$ cat src/hdl/katm_pkg.sv
// ============================================================================
// katm_pkg
// Shared types and constants for the keyed accumulate table.
// ============================================================================
package katm_pkg;

    localparam int TABLE_DEPTH = 16;
    localparam int IDX_W       = (TABLE_DEPTH > 1) ? $clog2(TABLE_DEPTH) : 1;
    localparam int CNT_W       = $clog2(TABLE_DEPTH + 1);
    localparam int QUEUE_DEPTH = 2;

    localparam logic OP_ADD   = 1'b0;
    localparam logic OP_CLEAR = 1'b1;

    // One item passed from the front end to the table engine
    typedef struct packed {
        logic        op;
        logic [31:0] item_key;
        logic [31:0] item_value;
    } katm_item_t;

    // One result item
    typedef struct packed {
        logic        dropped;
        logic        is_empty;
        logic [31:0] max_value;
        logic [31:0] max_key;
        logic [4:0]  entry_count;
    } katm_result_t;

endpackage

$ cat src/hdl/katm_front.sv
// ============================================================================
// katm_front
// Input stage and two-entry queue decoupling the stream from the engine.
// ============================================================================
module katm_front
(
    input  logic                 clk,
    input  logic                 rst_n,
    input  logic                 in_valid,
    output logic                 in_ready,
    input  katm_pkg::katm_item_t in_item,
    output logic                 q_valid,
    input  logic                 q_ready,
    output katm_pkg::katm_item_t q_item
);

    katm_pkg::katm_item_t slot_reg [katm_pkg::QUEUE_DEPTH];
    logic                 wr_ptr_reg;
    logic                 rd_ptr_reg;
    logic [1:0]           fill_reg;
    logic                 push;
    logic                 pop;

    assign in_ready = (fill_reg != 2'd2);
    assign q_valid  = (fill_reg != 2'd0);
    assign q_item   = slot_reg[rd_ptr_reg];
    assign push     = in_valid && in_ready;
    assign pop      = q_valid && q_ready;

    // Queue storage
    always_ff @(posedge clk)
    begin
        if (push)
        begin
            slot_reg[wr_ptr_reg] <= in_item;
        end
    end

    // Queue pointers
    always_ff @(posedge clk or negedge rst_n)
    begin
        if (!rst_n)
        begin
            wr_ptr_reg <= 1'b0;
            rd_ptr_reg <= 1'b0;
            fill_reg   <= 2'd0;
        end
        else
        begin
            if (push)
            begin
                wr_ptr_reg <= ~wr_ptr_reg;
            end
            if (pop)
            begin
                rd_ptr_reg <= ~rd_ptr_reg;
            end
            if (push && !pop)
            begin
                fill_reg <= fill_reg + 2'd1;
            end
            else if (pop && !push)
            begin
                fill_reg <= fill_reg - 2'd1;
            end
        end
    end

endmodule

$ cat src/hdl/katm_engine.sv
// ============================================================================
// katm_engine
// Table update and max scan; one entry visited per cycle.
// ============================================================================
module katm_engine
(
    input  logic                   clk,
    input  logic                   rst_n,
    input  logic                   q_valid,
    output logic                   q_ready,
    input  katm_pkg::katm_item_t   q_item,
    output logic                   res_valid,
    input  logic                   res_ready,
    output katm_pkg::katm_result_t res_data
);

    localparam logic [1:0] ST_IDLE   = 2'd0;
    localparam logic [1:0] ST_SEARCH = 2'd1;
    localparam logic [1:0] ST_SCAN   = 2'd2;
    localparam logic [1:0] ST_OUT    = 2'd3;
    localparam logic [katm_pkg::IDX_W-1:0] LAST_IDX =
        katm_pkg::IDX_W'(katm_pkg::TABLE_DEPTH - 1);

    logic [31:0]                  key_mem [katm_pkg::TABLE_DEPTH];
    logic [31:0]                  tot_mem [katm_pkg::TABLE_DEPTH];
    logic [katm_pkg::TABLE_DEPTH-1:0] used_reg;
    logic [katm_pkg::CNT_W-1:0]   count_reg;

    logic [1:0]                   state_reg;
    logic [katm_pkg::IDX_W-1:0]   idx_reg;
    katm_pkg::katm_item_t         item_reg;
    logic                         found_reg;
    logic                         free_ok_reg;
    logic [katm_pkg::IDX_W-1:0]   free_idx_reg;
    logic                         have_reg;
    logic [31:0]                  best_key_reg;
    logic [31:0]                  best_val_reg;
    logic                         dropped_reg;
    katm_pkg::katm_result_t       res_reg;

    logic [31:0] rd_key;
    logic [31:0] rd_tot;
    logic        hit;
    logic        better;

    assign rd_key  = key_mem[idx_reg];
    assign rd_tot  = tot_mem[idx_reg];
    assign hit     = used_reg[idx_reg] && !found_reg && (rd_key == item_reg.item_key);
    assign better  = !have_reg || ($signed(best_val_reg) < $signed(rd_tot)) ||
                     ((best_val_reg == rd_tot) && ($signed(rd_key) < $signed(best_key_reg)));
    assign q_ready   = (state_reg == ST_IDLE);
    assign res_valid = (state_reg == ST_OUT);
    assign res_data  = res_reg;

    // Table storage writes
    always_ff @(posedge clk)
    begin
        if (state_reg == ST_SEARCH)
        begin
            if (hit)
            begin
                tot_mem[idx_reg] <= rd_tot + item_reg.item_value;
            end
            else if (idx_reg == LAST_IDX && !found_reg)
            begin
                // New key goes to the first free entry, possibly the last one
                if (free_ok_reg)
                begin
                    key_mem[free_idx_reg] <= item_reg.item_key;
                    tot_mem[free_idx_reg] <= item_reg.item_value;
                end
                else if (!used_reg[idx_reg])
                begin
                    key_mem[idx_reg] <= item_reg.item_key;
                    tot_mem[idx_reg] <= item_reg.item_value;
                end
            end
        end
    end

    // Payload registers
    always_ff @(posedge clk)
    begin
        if (state_reg == ST_IDLE)
        begin
            item_reg <= q_item;
        end
        if (state_reg == ST_SCAN && used_reg[idx_reg] && better)
        begin
            best_key_reg <= rd_key;
            best_val_reg <= rd_tot;
        end
        if (state_reg == ST_SCAN && idx_reg == LAST_IDX)
        begin
            res_reg.entry_count <= 5'(count_reg);
            res_reg.dropped     <= dropped_reg;
            if (have_reg || (used_reg[idx_reg]))
            begin
                res_reg.is_empty  <= 1'b0;
                res_reg.max_key   <= (used_reg[idx_reg] && better) ? rd_key : best_key_reg;
                res_reg.max_value <= (used_reg[idx_reg] && better) ? rd_tot : best_val_reg;
            end
            else
            begin
                res_reg.is_empty  <= 1'b1;
                res_reg.max_key   <= 32'd0;
                res_reg.max_value <= 32'd0;
            end
        end
    end

    // Control
    always_ff @(posedge clk or negedge rst_n)
    begin
        if (!rst_n)
        begin
            state_reg    <= ST_IDLE;
            idx_reg      <= '0;
            used_reg     <= '0;
            count_reg    <= '0;
            found_reg    <= 1'b0;
            free_ok_reg  <= 1'b0;
            free_idx_reg <= '0;
            have_reg     <= 1'b0;
            dropped_reg  <= 1'b0;
        end
        else
        begin
            unique case (state_reg)
                ST_IDLE:
                begin
                    idx_reg     <= '0;
                    found_reg   <= 1'b0;
                    free_ok_reg <= 1'b0;
                    have_reg    <= 1'b0;
                    dropped_reg <= 1'b0;
                    if (q_valid)
                    begin
                        if (q_item.op == katm_pkg::OP_CLEAR)
                        begin
                            used_reg  <= '0;
                            count_reg <= '0;
                            state_reg <= ST_SCAN;
                        end
                        else
                        begin
                            state_reg <= ST_SEARCH;
                        end
                    end
                end
                ST_SEARCH:
                begin
                    if (hit)
                    begin
                        found_reg <= 1'b1;
                    end
                    if (!used_reg[idx_reg] && !free_ok_reg)
                    begin
                        free_ok_reg  <= 1'b1;
                        free_idx_reg <= idx_reg;
                    end
                    if (idx_reg == LAST_IDX)
                    begin
                        idx_reg   <= '0;
                        state_reg <= ST_SCAN;
                        if (!found_reg && !hit)
                        begin
                            if (free_ok_reg)
                            begin
                                used_reg[free_idx_reg] <= 1'b1;
                                count_reg <= count_reg + 1'b1;
                            end
                            else if (!used_reg[idx_reg])
                            begin
                                used_reg[idx_reg] <= 1'b1;
                                count_reg <= count_reg + 1'b1;
                            end
                            else
                            begin
                                dropped_reg <= 1'b1;
                            end
                        end
                    end
                    else
                    begin
                        idx_reg <= idx_reg + 1'b1;
                    end
                end
                ST_SCAN:
                begin
                    if (used_reg[idx_reg])
                    begin
                        have_reg <= 1'b1;
                    end
                    if (idx_reg == LAST_IDX)
                    begin
                        state_reg <= ST_OUT;
                    end
                    else
                    begin
                        idx_reg <= idx_reg + 1'b1;
                    end
                end
                ST_OUT:
                begin
                    if (res_ready)
                    begin
                        state_reg <= ST_IDLE;
                    end
                end
                default:
                begin
                    state_reg <= ST_IDLE;
                end
            endcase
        end
    end

endmodule

$ cat src/hdl/keyed_accumulate_table_with_max_unit.sv
// ============================================================================
// keyed_accumulate_table_with_max_unit
// Keyed accumulate table reporting entry count and largest-valued entry.
// ============================================================================
// Usage:
//   Input requests arrive on s_axis_*: tuser carries op (0 add, 1 clear),
//   tdata carries item_key then item_value. Each request gives exactly one
//   result request on m_axis_* with entry_count, max_key, max_value,
//   is_empty and dropped.
//   A two-entry queue holds incoming requests while the engine works.
//   The engine visits one table entry per cycle: an add first searches
//   and updates the table, then scans it to find the max; a clear only
//   scans. The engine takes no new request from the queue until its
//   result has been taken. The single table port sets this rate.
//   At reset the table and the queue are empty.
//   If the receiver holds m_axis_tready low, the result waits in its
//   register; the queue keeps taking up to two further requests.
//   A new key arriving at a full table is refused and dropped is set.
// ============================================================================
module keyed_accumulate_table_with_max_unit
(
    input  logic        clk,
    input  logic        rst_n,
    input  logic        s_axis_tvalid,
    output logic        s_axis_tready,
    input  logic [63:0] s_axis_tdata,   // item_key[31:0], item_value[63:32]
    input  logic        s_axis_tuser,   // op
    output logic        m_axis_tvalid,
    input  logic        m_axis_tready,
    output logic [71:0] m_axis_tdata    // entry_count[4:0], max_key[36:5],
                                        // max_value[68:37], is_empty[69],
                                        // dropped[70], zero[71]
);

    katm_pkg::katm_item_t   in_item;
    katm_pkg::katm_item_t   q_item;
    katm_pkg::katm_result_t res;
    logic                   q_valid;
    logic                   q_ready;

    assign in_item.op         = s_axis_tuser;
    assign in_item.item_key   = s_axis_tdata[31:0];
    assign in_item.item_value = s_axis_tdata[63:32];

    katm_front u_front
    (
        .clk      (clk),
        .rst_n    (rst_n),
        .in_valid (s_axis_tvalid),
        .in_ready (s_axis_tready),
        .in_item  (in_item),
        .q_valid  (q_valid),
        .q_ready  (q_ready),
        .q_item   (q_item)
    );

    katm_engine u_engine
    (
        .clk       (clk),
        .rst_n     (rst_n),
        .q_valid   (q_valid),
        .q_ready   (q_ready),
        .q_item    (q_item),
        .res_valid (m_axis_tvalid),
        .res_ready (m_axis_tready),
        .res_data  (res)
    );

    assign m_axis_tdata = {1'b0, res};

    // Empty result carries zero max fields
    assert property (@(posedge clk) disable iff (!rst_n)
        (m_axis_tvalid && m_axis_tdata[69]) |-> (m_axis_tdata[68:5] == 64'd0))
        else $error("empty result with nonzero max");

    // Count never exceeds capacity
    assert property (@(posedge clk) disable iff (!rst_n)
        m_axis_tvalid |-> (m_axis_tdata[4:0] <= 5'(katm_pkg::TABLE_DEPTH)))
        else $error("entry count beyond capacity");

    // Empty flag agrees with count
    assert property (@(posedge clk) disable iff (!rst_n)
        m_axis_tvalid |-> (m_axis_tdata[69] == (m_axis_tdata[4:0] == 5'd0)))
        else $error("empty flag disagrees with count");

endmodule

$ cat config.mk
export PLATFORM = sky130hd
export DESIGN_NAME = keyed_accumulate_table_with_max_unit
export DESIGN_NICKNAME = d
export VERILOG_FILES = /design/src/hdl/katm_pkg.sv /design/src/hdl/katm_front.sv /design/src/hdl/katm_engine.sv /design/src/hdl/keyed_accumulate_table_with_max_unit.sv
export SDC_FILE = /design/constraint.sdc
export NUM_CORES = 2
export LEC_CHECK = 0
export BUFFER_PORTS_ARGS = -buffer_cell sky130_fd_sc_hd__buf_2
export CAP_MARGIN = 10
export CORE_MARGIN = 10
export CORE_UTILIZATION = 40
export DETAILED_ROUTE_END_ITERATION = 8
export PLACE_DENSITY_LB_ADDON = 0.25
export SYNTH_ARGS = -nofsm -noshare
export SYNTH_HDL_FRONTEND = slang
export SYNTH_SLANG_ARGS = --single-unit
$ cat constraint.sdc
create_clock -name clk -period 10.4 [get_ports clk]
set_clock_uncertainty 0.15 [all_clocks]
set_input_delay 0 -clock clk [delete_from_list [all_inputs] [get_ports clk]]
set_output_delay 0 -clock clk [all_outputs]
set_load 0.01 [all_outputs]
==> results.sh <==
export IMPL_path_max_fanout=44
export IMPL_dieArea_sq_um=161000
export IMPL_switching_share_pct=32.2
export IMPL_synth_edf_count=1353
export IMPL_hold_class="input port to asynchronous set/reset pin"
export IMPL_syn_avg_cell_area_sq_um=18.0
export IMPL_synth_seq_area_share_pct=71.4
export IMPL_cts_tree="built"
export IMPL_wirelength_um=154000
export IMPL_grt_pass1_wl_um=223000
export IMPL_reg2reg_slack_ns=3.13
export IMPL_synthesis_instances=3233
export IMPL_n_fill_cell=12200
export IMPL_power_switching_mw=6.00
export IMPL_synth_fp_nets=3409
export IMPL_core_area_sq_um=145000
export IMPL_synth_top_cell_by_area="edfxtp_1"
export IMPL_root_buffer="clkbuf_16"
export IMPL_drt_pass1_iterations=5
export IMPL_cts_resized_gates=0
export IMPL_drv_slew=0
export IMPL_hold_viol_final=0
export IMPL_synth_flop_cell="edfxtp_1"
export IMPL_tightest_slew_ns=1.31
export IMPL_grtUsageTotal_pct=18.7
export IMPL_p_per_area_nw_per_um2=275
export IMPL_antenna_found_initial=7
export IMPL_synthTopCellsByArea="edfxtp_1, mux4_2, mux2i_1"
export IMPL_grt_ovfl_total=0
export IMPL_fmax_mhz=137
export IMPL_post_drt_via_cell_ratio=5.62
export IMPL_syn_area_sq_um=58300
export IMPL_critPathLaunchType="flop"
export IMPL_mostFrequentLayoutCell="edfxtp_1"
export IMPL_place_gp_congestion=0.835
export IMPL_peakVddDrop_uv=148
export IMPL_yosysUniqueCellTypes=89
export IMPL_r2r_cells=17
export IMPL_cp_startpoint="u_engine.idx_reg[0]"
export IMPL_start_util_pct=40.1
export IMPL_min_period_ns=7.27
export IMPL_synth_top_cell_area_share_pct=69.7
export IMPL_clock_path_buffers=3
export IMPL_cap_viol_max_count=0
export IMPL_grt_setup_unrepaired="no"
export IMPL_met1Wirelength_um=69900
export IMPL_fp_dieH_um=402
export IMPL_wire_per_inst_um=27.4
export IMPL_layout_drive_gt1_share_pct=23.0
export IMPL_worstPathRequired_ns=10.73
export IMPL_yosysWarningCount=0
export IMPL_cts_sinks=1392
export IMPL_grt_max_degree=101
export IMPL_remaining_drc_errors=0
export IMPL_power_share_sequential_pct=45.3
export IMPL_wl_met2_um=69200
export IMPL_synth_seq_cells=1392
export IMPL_insertion_delay_ns=0.79
export IMPL_path_class="flop to flop"
export IMPL_ioPinCount=143
export IMPL_p_clk_share_pct=27.8
export IMPL_cts_max_level=4
export IMPL_portBuffers=141
export IMPL_combPwrFrac_pct=26.9
export IMPL_fin_crit_sh_pct=69.9
export IMPL_power_internal_mw=12.6
export IMPL_place_hpwl_um=92700
export IMPL_synthArstFlopShare_pct=2.80
export IMPL_leakagePower_nw=22.1
export IMPL_nNetsFinal=3759
export IMPL_vias=31600
export IMPL_finalSetupViolCount=0
export IMPL_arrival_ns=7.61
export IMPL_wl_met3_um=12000
export IMPL_grt_pass1_vias=31600
export IMPL_areaGrowthSynthToFinish_pct=16.1
export IMPL_critPathCaptureType="flop"
export IMPL_path_clk_slew_ns=0.06
export IMPL_num_rows=140
export IMPL_most_common_layout_cells="edfxtp_1, mux4_2, nand2_1, mux2i_1, clkbuf_16"
export IMPL_top_layer="met4"
export IMPL_r2r_end="u_engine.res_data[54]"
export IMPL_relSlewSlack_pct=12.2
export IMPL_die_x_um=402
export IMPL_ant_nets=0
export IMPL_setup_tns_final_ns=0
export IMPL_p_total_mw=18.6
export IMPL_cts_buffers=147
export IMPL_first_iter_violations=3545
export IMPL_status="finished clean"
export IMPL_r2r_start="u_engine.idx_reg[0]"
-- what timing repair did --
action                    CTS  global route
hold endpoints to repair  271             0
setup buffers               0             0
hold buffers              136             0
-- cell type report --
cell class              instances  area, sq um  area share, %
inverters                     103          387          0.571
clock buffers                 189         3890           5.74
multi-input cells            1581        15800           23.3
repair buffers                358         2760           4.08
well taps                    1917         2400           3.54
clock inverters                79          862           1.27
flip-flops and latches       1392        41600           61.5
diodes                          2         5.00        0.00739
-- power by group through the flow --
stage,Combinational [mW],Clock [mW],Sequential [mW]
after floorplan,3.45,0,8.28
after global placement,4.94,0,8.54
after detailed placement,4.98,0,8.56
after CTS,5.05,5.30,8.44
after global routing,5.55,5.52,8.50
final,5.02,5.19,8.44
-- how the worst max path moves through the flow --
| stage | end | slack [ns] | cells past startpoint |
|---|---|---|---|
| 3_3_place_gp | u_engine.res_data[31] | 3.20 | 17 |
| 5_1_grt | u_engine.res_data[56] | 2.58 | 17 |
| 2_1_floorplan | u_engine.best_key_reg[0] | 3.03 | 22 |
| 3_5_place_dp | u_engine.res_data[56] | 3.11 | 17 |
| 4_1_cts | u_engine.res_data[56] | 3.09 | 17 |
| 6_report | u_engine.res_data[54] | 3.13 | 17 |
-- layer usage --
metal	global-route usage (%)	up-vias
li1	-	13700
met1	27.8	16500
met2	28.4	1204
met3	3.81	173
met4	4.32	0
met5	0	-
-- through the flow --
| stage | util [%] | setup WS, ns | cell area (sq um) | instances | hold slack [ns] |
|---|---|---|---|---|---|
| 6_report | 46.6 | 3.13 | 67700 | 5621 | 0.106 |
| 3_3_place_gp | 42.4 | 3.20 | 61500 | 5212 | 0.0380 |
| 3_5_place_dp | 42.4 | 3.11 | 61600 | 5213 | 0.0416 |
| 4_1_cts | 46.6 | 3.09 | 67700 | 5617 | 0.0650 |
| 5_1_grt | 46.6 | 2.58 | 67700 | 5621 | 0.150 |
| 2_1_floorplan | - | 3.03 | 58300 | 3233 | -0.446 |
-- synth_stat cells (17+ instances only) --
library cell     n
a21o_1          24
a21oi_1         84
a22oi_1         22
a32oi_1         19
buf_1           22
buf_2           46
buf_4           17
clkbuf_1        58
dfrtp_1         39
edfxtp_1      1353
ha_1           106
inv_1          102
mux2_2         120
mux2i_1        158
mux4_2         234
nand2_1        180
nand3_1         28
nand4_1         20
nor2_1          95
nor2b_1         24
o211ai_1        45
o21ai_0         83
o31ai_1         36
xnor2_1         36
xor2_1          40
-- logic make-up (layout without fill, tap and decap cells) --
kind of cell	Yosys count	in the layout	share of synthesized area, %
mux	530	530	14.5
compound gates	436	436	4.99
buf+inv	260	729	2.16
simple gates	431	431	3.49
fa+ha+maj	107	107	2.31
xor+xnor	76	76	1.14
flops	1392	1392	71.4
other cells	1	3	0.00643
-- critical path: stages (launching register included) --
cell and delay, ns:
dfrtp_4 0.81, buf_4 0.60, mux4_2 0.58, mux2_2 0.27
o21ai_0 0.42, ha_1 0.22, nand4_1 0.22, nor2_1 0.16
o31a_1 0.15, o21ai_0 0.18, a2111oi_0 0.79, buf_4 0.25
o21bai_1 0.10, o311ai_4 0.10, buf_4 0.40, o21a_4 0.39
buf_4 0.74, mux2i_1 0.25
Power figures use the tool's default switching activity.
